File: src/hdl/cif_pkg.sv
package cif_pkg;

    localparam int PIX_W       = 8;
    localparam int ROW_W       = 16;
    localparam int COL_OUT_W   = 10;
    localparam int CFG_IDX_W   = 3;
    localparam int CFG_DATA_W  = 24;
    localparam int CFG_WIDTH_W = 11;
    localparam int SHIFT_W     = 4;
    localparam int KSIZE       = 3;
    localparam int WIN_CELLS   = KSIZE * KSIZE;
    localparam int COEF_W      = 8;
    localparam int PROD_W      = PIX_W + 1 + COEF_W;
    localparam int RSUM_W      = PROD_W + 2;
    localparam int SUM_W       = RSUM_W + 2;
    localparam int PTR_W       = 3;
    localparam int FIFO_DEPTH  = 1 << PTR_W;
    localparam int CNT_W       = PTR_W + 1;

    localparam logic [CFG_IDX_W-1:0] REG_WIDTH  = 3'd0;
    localparam logic [CFG_IDX_W-1:0] REG_HEIGHT = 3'd1;
    localparam logic [CFG_IDX_W-1:0] REG_KTOP   = 3'd2;
    localparam logic [CFG_IDX_W-1:0] REG_KMID   = 3'd3;
    localparam logic [CFG_IDX_W-1:0] REG_KBOT   = 3'd4;
    localparam logic [CFG_IDX_W-1:0] REG_SHIFT  = 3'd5;

    localparam logic [CFG_WIDTH_W-1:0] RST_WIDTH  = 11'd1024;
    localparam logic [ROW_W-1:0]       RST_HEIGHT = 16'hFFFF;
    localparam logic [CFG_DATA_W-1:0]  RST_KTOP   = 24'hFF0001;
    localparam logic [CFG_DATA_W-1:0]  RST_KMID   = 24'hFE0002;
    localparam logic [CFG_DATA_W-1:0]  RST_KBOT   = 24'hFF0001;
    localparam logic [SHIFT_W-1:0]     RST_SHIFT  = 4'd0;

    typedef logic [PIX_W-1:0] t_pix;

    typedef struct packed {
        logic [ROW_W-1:0]     row;
        logic [COL_OUT_W-1:0] col;
        logic                 done;
    } t_meta;

    typedef struct packed {
        t_pix                 filtered;
        logic [ROW_W-1:0]     center_row;
        logic [COL_OUT_W-1:0] center_col;
        logic                 clipped;
        logic                 frame_done;
    } t_result;

    typedef struct packed {
        logic             nonempty;
        logic [CNT_W-1:0] count;
    } t_fifo_stat;

endpackage

File: src/hdl/cif_out_fifo.sv
module cif_out_fifo
    import cif_pkg::*;
(
    input  logic       i_clk,
    input  logic       i_rst_n,
    input  logic       i_push,
    input  t_result    i_push_data,
    input  logic       i_pop,
    output t_result    o_head,
    output t_fifo_stat o_stat
);

    t_result          r_mem [FIFO_DEPTH];
    logic [PTR_W-1:0] r_wr_ptr;
    logic [PTR_W-1:0] r_rd_ptr;
    logic [CNT_W-1:0] r_count;

    always_ff @(posedge i_clk) begin
        if (i_push) begin
            r_mem[r_wr_ptr] <= i_push_data;
        end
    end

    // Pointers wrap on their own since the depth is a power of two.
    always_ff @(posedge i_clk) begin
        if (!i_rst_n) begin
            r_wr_ptr <= '0;
            r_rd_ptr <= '0;
            r_count  <= '0;
        end else begin
            if (i_push) begin
                r_wr_ptr <= r_wr_ptr + PTR_W'(1);
            end
            if (i_pop) begin
                r_rd_ptr <= r_rd_ptr + PTR_W'(1);
            end
            case ({i_push, i_pop})
                2'b10:   r_count <= r_count + CNT_W'(1);
                2'b01:   r_count <= r_count - CNT_W'(1);
                default: r_count <= r_count;
            endcase
        end
    end

    assign o_head          = r_mem[r_rd_ptr];
    assign o_stat.nonempty = (r_count != '0);
    assign o_stat.count    = r_count;

endmodule

File: config.mk
export PLATFORM = sky130hd
export DESIGN_NAME = cif_out_fifo
export DESIGN_NICKNAME = d
export VERILOG_FILES = /design/src/hdl/cif_pkg.sv /design/src/hdl/cif_out_fifo.sv
export SDC_FILE = /design/constraint.sdc
export NUM_CORES = 1
export LEC_CHECK = 0
export ABC_AREA = 1
export BUFFER_PORTS_ARGS = -buffer_cell sky130_fd_sc_hd__buf_2
export CAP_MARGIN = 20
export CORE_MARGIN = 1.5
export CORE_UTILIZATION = 60
export DETAILED_ROUTE_END_ITERATION = 8
export PLACE_DENSITY = 0.9
export RECOVER_POWER = 50
export SYNTH_ARGS = -nofsm -noshare
export SYNTH_HDL_FRONTEND = slang
export SYNTH_SLANG_ARGS = --single-unit
File: constraint.sdc
create_clock -name i_clk -period 3.4 [get_ports i_clk]
set_input_delay 0.34 -clock i_clk [delete_from_list [all_inputs] [get_ports i_clk]]
set_output_delay 0.34 -clock i_clk [all_outputs]
set_load 0.005 [all_outputs]
==> results of run 1 <==
==> cell type report <==
cell class / count / area (µm²)
well taps: 265 / 332
multi-input cells: 527 / 2620
repair buffers: 98 / 524
fillers: 1234 / 6060
clock inverters: 19 / 144
clock buffers: 32 / 737
flip-flops and latches: 301 / 8920
diodes: 1 / 2.50
inverters: 17 / 66.3
==> sequential cells by signal, summed over array words and instances (netlist names), named ones only <==
register / flops
r_mem: 288
r_count: 4
r_rd_ptr: 3
r_wr_ptr: 3
==> cells by family after synthesis <==
kind of cell / count (synthesis) / share of synthesized area
AO/OA/AOI/OAI: 197 / 0.0870
adder cells (fa/ha/maj): 5 / 0.00528
multiplexers: 36 / 0.0304
buffers and inverters: 67 / 0.0317
AND/OR/NAND/NOR: 286 / 0.0915
flip-flops: 301 / 0.752
XOR/XNOR: 3 / 0.00222
==> worst max-delay path: stages, from the launching register on <==
cell and delay (ns):
dfxtp_4 0.69, buf_4 0.43, o21ai_0 0.21, o21ai_1 0.20, nand2_1 0.08, nand2_1 0.09, buf_2 0.11
==> where the power goes <==
part	internal (mW)	leakage [nW]	switching [mW]	total [mW]
Clock	1.70	0.436	1.31	3.01
Combinational	0.243	1.44	0.476	0.719
Sequential	4.16	2.72	0.0477	4.20
Total	6.10	4.61	1.83	7.93
==> worst max path at each step <==
| stage | endpoint | slack [ns] |
|---|---|---|
| 2_1_floorplan | r_mem[0][0]$_DFFE_PP_ | 0.71 |
| 3_3_place_gp | r_mem[7][32]$_DFFE_PP_ | 1.31 |
| 3_5_place_dp | o_head[7] | 1.32 |
| 4_1_cts | o_head[8] | 0.72 |
| 5_1_grt | o_head[8] | 0.59 |
| 6_report | o_head[8] | 0.69 |
==> synth_stat cells, drive strengths merged <==
| master | instances | area share |
|---|---|---|
| ha | 5 | 0.0053 |
| edfxtp | 288 | 0.73 |
| xnor2 | 3 | 0.0022 |
| nor2 | 157 | 0.050 |
| o22ai | 36 | 0.019 |
| nand3 | 4 | 0.0017 |
| nand4 | 1 | 0.00053 |
| buf | 28 | 0.019 |
| clkbuf | 22 | 0.0070 |
| mux2i | 36 | 0.030 |
| or2 | 1 | 0.00053 |
| a21oi | 10 | 0.0042 |
| dfxtp | 13 | 0.022 |
| inv | 16 | 0.0053 |
| o21ai | 151 | 0.064 |
| clkinv | 1 | 0.00032 |
| nand2 | 123 | 0.039 |
==> routing by layer <==
layer | part of all wire | vias up | track usage | wire (µm)
met5 | 0 | - | 0 | 0
met4 | 0.030 | 0 | 0.106 | 773
met3 | 0.089 | 66 | 0.0473 | 2290
met2 | 0.50 | 447 | 0.422 | 12800
met1 | 0.38 | 3617 | 0.312 | 9650
li1 | - | 3384 | - | -
==> stage by stage <==
stage	utilization	area, µm²
after floorplan	-	11800
after global placement	0.645	12500
after detailed placement	0.645	12500
after CTS	0.690	13400
after global routing	0.688	13300
final	0.688	13300
==> qor.yml, run 1 <==
status: "finished, final reports clean"
finalMaxSlewViolations: 0
rsz0062_at_grt: "no"
clock_skew_ns: 0.00741
synth_seq_cells: 301
worstHoldEndpoint: "r_wr_ptr[2]$_SDFFE_PN0P_"
instances_no_fill: 1260
required_ns: 3.06
start_util: 0.611
tns_ns: 0
grt_usage: 0.248
detail-route-antenna-nets: 0
netlist_instances: 895
r2r_slack_ns: 0.94
grt_pass1_wl_um: 38500
powerDensity_mw_per_mm2: 595
mostFrequentLayoutCell: "edfxtp_1"
r2r-end: "r_mem[4][20]$_DFFE_PP_"
crit_arrival_ns: 2.37
tightest_slew_ns: 1.01
cts_tree: "built"
r2r_start: "r_wr_ptr[0]$_SDFFE_PN0P_"
fmax_ghz: 0.369
dpl.hpwl_um: 13200
hold_buffers: 0
clock-sinks: 301
synth_warnings: 0
clk_latency_ns: 0.55
grt_pass1_vias: 7401
num_rows: 51
slew_headroom: 0.325
syn-mean-instance-area_um2: 13.2
pre_cts_ws_ns: 1.32
drt-total-wl_um: 25600
hold_viol_final: 0
whs_path_depth: 3
setup_violations: 0
clk_pin_slew_worst_paths_ns: 0.06
hold_path.class: "primary input to register"
final_cell_mix: "288 x edfxtp_1, 150 x nor2_1, 123 x nand2_1"
ir_drop_uv: 392
cts_setup_buffers: 0
reg2reg_depth: 3
critPathKind: "register to output pin"
vias_per_cell: 5.96
cts-resized-gates: 0
nNetsFinal: 1018
power.total_mw: 7.93
grt_overflow: 0
antenna_found_initial: 1
die_area_mm2: 0.0206
drtIter0Drc: 1003
hp-start: "i_push"
numCtsBuffers: 28
dp_cells: 1208
cts-root-buf: "clkbuf_16"
dieHeight_um: 144
numPortBuffers: 80
cts_max_path_buffers: 3
grt_max_degree: 145
cp_max_fo: 51
synth_cell_types: 24
drive_gt1_frac: 0.114
fp.dieW_um: 144
crit_path_start_kind: "register"
ios: 81
via_count: 7514
finalCritPeriodShare: 0.797
p_leak_nw: 4.61
seq_area_frac_synth: 0.752
core-area_mm2: 0.0194
first_pass_iters: 7
hold_slack_ns: 0.0812
gp_congestion: 0.743
syn_nets: 940
drc: 0
setup_slack_ns: 0.690
syn_to_final_growth_pct: 12.6
htreeDepth: 1
finalCriticalPeriod_ns: 2.71
syn_area_mm2: 0.0118
endpoint_kind: "output pin"
wl_per_cell_um: 20.3
max_cap_violations: 0
Power figures use the tool's default switching activity.
==> run 2, diff against run 1 <==
Settings changed: ABC_AREA 1 to 0.
Clock period 3.4 ns to 2.6 ns, I/O delays scaled along.
==> run 2 against run 1 <==
Against the previous run:
- sequential share of layout area shrank 2.6 points
- setup slack worse by 0.61 ns
- first-iteration DRC count down 64%
- core utilization rose by 4.4 points
- count of clock-buffer cells in the layout up 8
- synthesized area decreased by 1.0%
- largest power group unchanged
- highest routed layer unchanged
==> qor.yml, run 2 <==
hold_path.class: "primary input to register"  # unchanged
via_count: 5526  # was 7514
fmax_ghz: 0.397
registers.top_by_ff_count: "r_mem"  # unchanged
grt_overflow: 0  # unchanged
grt_max_degree: 32  # was 145
p_leak_nw: 4.59  # was 4.61 nW
tns_ns: 0  # unchanged
wl_per_cell_um: 25.3  # was 20.3 µm
syn-mean-instance-area_um2: 24.2  # was 13.2 µm²
clk_pin_slew_worst_paths_ns: 0.06  # about the same
cts_tree: "built"  # unchanged
slew_headroom: 0.553  # was 0.325
antenna_found_initial: 1  # unchanged
synth-main-ff-cell: "edfxtp_1"  # unchanged
core-area_mm2: 0.0190  # was 0.0194 mm²
max_cap_violations: 0  # unchanged
dieHeight_um: 143  # was 144 µm
netlist_instances: 485  # was 895
powerDensity_mw_per_mm2: 760  # was 595 mW/mm²
fp.dieW_um: 143  # was 144 µm
vias_per_cell: 6.10  # was 5.96
start_util: 0.619  # was 0.611
seq_area_mm2: 0.00891  # was 0.00892 mm²
hold_viol_final: 0  # unchanged
cp_slowest_cell: "mux4_1"  # was dfxtp_4
ys_top_cells_by_count: "288 x edfxtp_1, 72 x mux4_1, 37 x mux2_2, 13 x dfxtp_1, 8 x buf_6"  # was 288 x edfxtp_1, 157 x nor2_1, 123 x nand2_1, 118 x o21ai_0
first_pass_iters: 5  # was 7
hold_slack_ns: 0.0716  # was 0.0812 ns
detail-route-antenna-nets: 0  # unchanged
critPathBufInv: 2  # unchanged
htreeDepth: 1  # unchanged
clk_latency_ns: 0.54  # was 0.55 ns
power.total_mw: 10.5  # was 7.93 mW
gp_congestion: 0.750  # was 0.743
num_rows: 50  # was 51
die_area_mm2: 0.0204  # was 0.0206 mm²
syn_nets: 530  # was 940
dpl.hpwl_um: 12200  # was 13200 µm
tightest_slew_ns: 0.670  # was 1.01 ns
crit_family: "multiplexers"  # was flip-flops
clock_skew_ns: 0.0130  # was 0.00741 ns
ios: 81  # unchanged
final_area_mm2: 0.0139  # was 0.0133 mm²
critPathKind: "register to output pin"  # unchanged
synth_warnings: 0  # unchanged
syn_area_mm2: 0.0117  # was 0.0118 mm²
cts-root-buf: "clkbuf_16"  # unchanged
ir_drop_uv: 516  # was 392 µV
yosysTopAreaCell: "edfxtp_1"  # unchanged
endpoint_kind: "output pin"  # unchanged
setup_violations: 0  # unchanged
rsz0062_at_grt: "no"  # unchanged
post_dp_cell_area_mm2: 0.0126  # was 0.0125 mm²
seq_area_frac_synth: 0.760  # was 0.752
path_cells: "buf_4, mux4_1, mux2_2, buf_2"  # was buf_4, o21ai_0, o21ai_1, nand2_1, nand2_1, buf_2
nNetsFinal: 671  # was 1018
fill_cells: 997  # was 1234
synth_area_leaders: "edfxtp_1 74%, mux4_1 16%, mux2_2 3.6%, dfxtp_1 2.2%, buf_6 0.77%"  # was edfxtp_1 73%, o21ai_0 5.0%, nor2_1 5.0%, nand2_1 3.9%, mux2i_1 3.0%
finalCritPeriodShare: 0.968
grt_pass1_wl_um: 34400  # was 38500 µm
mostFrequentLayoutCell: "edfxtp_1"  # unchanged
grt_usage: 0.235  # was 0.248
numCtsBuffers: 30  # was 28
multi_input_area_mm2: 0.00272  # was 0.00262 mm²
clock-sinks: 301  # unchanged
synth_seq_cells: 301  # unchanged
ys_async_sr_fraction: 0  # unchanged
reg_top3: "r_mem x288, r_count x4"  # unchanged
numPortBuffers: 80  # unchanged
final_cell_mix: "288 x edfxtp_1, 72 x mux4_1, 48 x clkbuf_1"  # was 288 x edfxtp_1, 150 x nor2_1, 123 x nand2_1
drive_gt1_frac: 0.222  # was 0.114
cp_max_fo: 12  # was 51
synth_edf_count: 288  # unchanged
syn_to_final_growth_pct: 18.2  # was 12.6%
synth_cell_types: 28  # was 24
finalCriticalPeriod_ns: 2.52
cts_max_path_buffers: 3  # unchanged
crit_arrival_ns: 2.26  # was 2.37 ns
drtIter0Drc: 364  # was 1003
required_ns: 2.34  # was 3.06 ns
status: "finished, final reports clean"  # unchanged
synthMostInstantiatedCell: "edfxtp_1"  # unchanged
finalMaxSlewViolations: 0  # unchanged
yosys.area.top_type_share: 0.737  # was 0.730
max_stage_delay_ns: 0.60  # was 0.69 ns
drc: 0  # unchanged
grt_pass1_vias: 5812  # was 7401
crit_path_start_kind: "register"  # unchanged
largest_reg_flops: 288  # unchanged
drt-total-wl_um: 22900  # was 25600 µm
[run 2: cell count changes after synthesis, moves of 5 or more]
| cell | delta |
|---|---|
| buf_2 | -14 |
| clkbuf_1 | -16 |
| nand2_1 | -117 |
| and2_1 | +6 |
| mux2i_1 | -32 |
| o21ai_1 | -33 |
| o22ai_1 | -36 |
| a21oi_1 | -9 |
| mux4_1 | +72 |
| o21ai_0 | -117 |
| inv_1 | -14 |
| buf_1 | +5 |
| mux2_2 | +37 |
| nor2_1 | -151 |
[run 2: area by class of cell]
type / count / area share
sequential: 301 / 0.643
multi-input combinational: 161 / 0.196
timing repair buffer: 131 / 0.0694
clock buffer: 40 / 0.0584
tap: 260 / 0.0235
clock inverter: 11 / 0.00956
inverter: 1 / 0.000271
antenna: 1 / 0.000180
[run 2: metal layers]
metal,global-route usage,routed length (µm),up-vias
met2,0.411,11900,207
met5,0,0,-
met3,0.0379,1280,46
met1,0.310,9230,2873
met4,0.0657,485,0
li1,-,-,2400
[run 2: worst paths after layout]
path,slack [ns],start,to,cells after the start
max,0.08,register,o_head[31],4
min,0.07,i_rst_n,r_count[3]$_SDFFE_PN0P_,3
max reg2reg,0.77,r_wr_ptr[2]$_SDFFE_PN0P_,r_mem[0][7]$_DFFE_PP_,3
min reg2reg,0.49,r_count[3]$_SDFFE_PN0P_,r_count[3]$_SDFFE_PN0P_,2
[run 2: what timing repair did]
action,CTS,global route
hold endpoints to repair,257,0
resized for setup,0,0
setup endpoints to repair,26,0
buffers inserted,1,0
hold buffers,33,0
[run 2: power by group]
part	switching, mW	total, mW	leakage, nW	internal [mW]
registers	0.0696	5.52	2.72	5.45
logic	0.415	0.872	1.41	0.458
clock network	1.69	4.15	0.458	2.46
total	2.17	10.5	4.59	8.37
[run 2: worst min-delay path: stages]
cell and delay, ns:
buf_2 0.17, nand2_1 0.08, mux2i_1 0.05
[run 2: cell families after synthesis]
family                   after synthesis  synth area share
buffers and inverters                 23            0.0127
flip-flops                           301             0.760
multiplexers                         113             0.200
AND/OR/NAND/NOR                       31            0.0140
adder cells (fa/ha/maj)                5           0.00533
XOR/XNOR                               7           0.00523
AO/OA/AOI/OAI                          5           0.00299
[run 2: metrics by stage]
| stage | utilization | instances | worst slack [ns] |
|---|---|---|---|
| after floorplan | - | 485 | 0.0989 |
| after global placement | 0.667 | 820 | 0.508 |
| after detailed placement | 0.667 | 820 | 0.476 |
| after CTS | 0.735 | 905 | 0.0768 |
| after global routing | 0.731 | 905 | 0.0167 |
| final | 0.732 | 906 | 0.0831 |
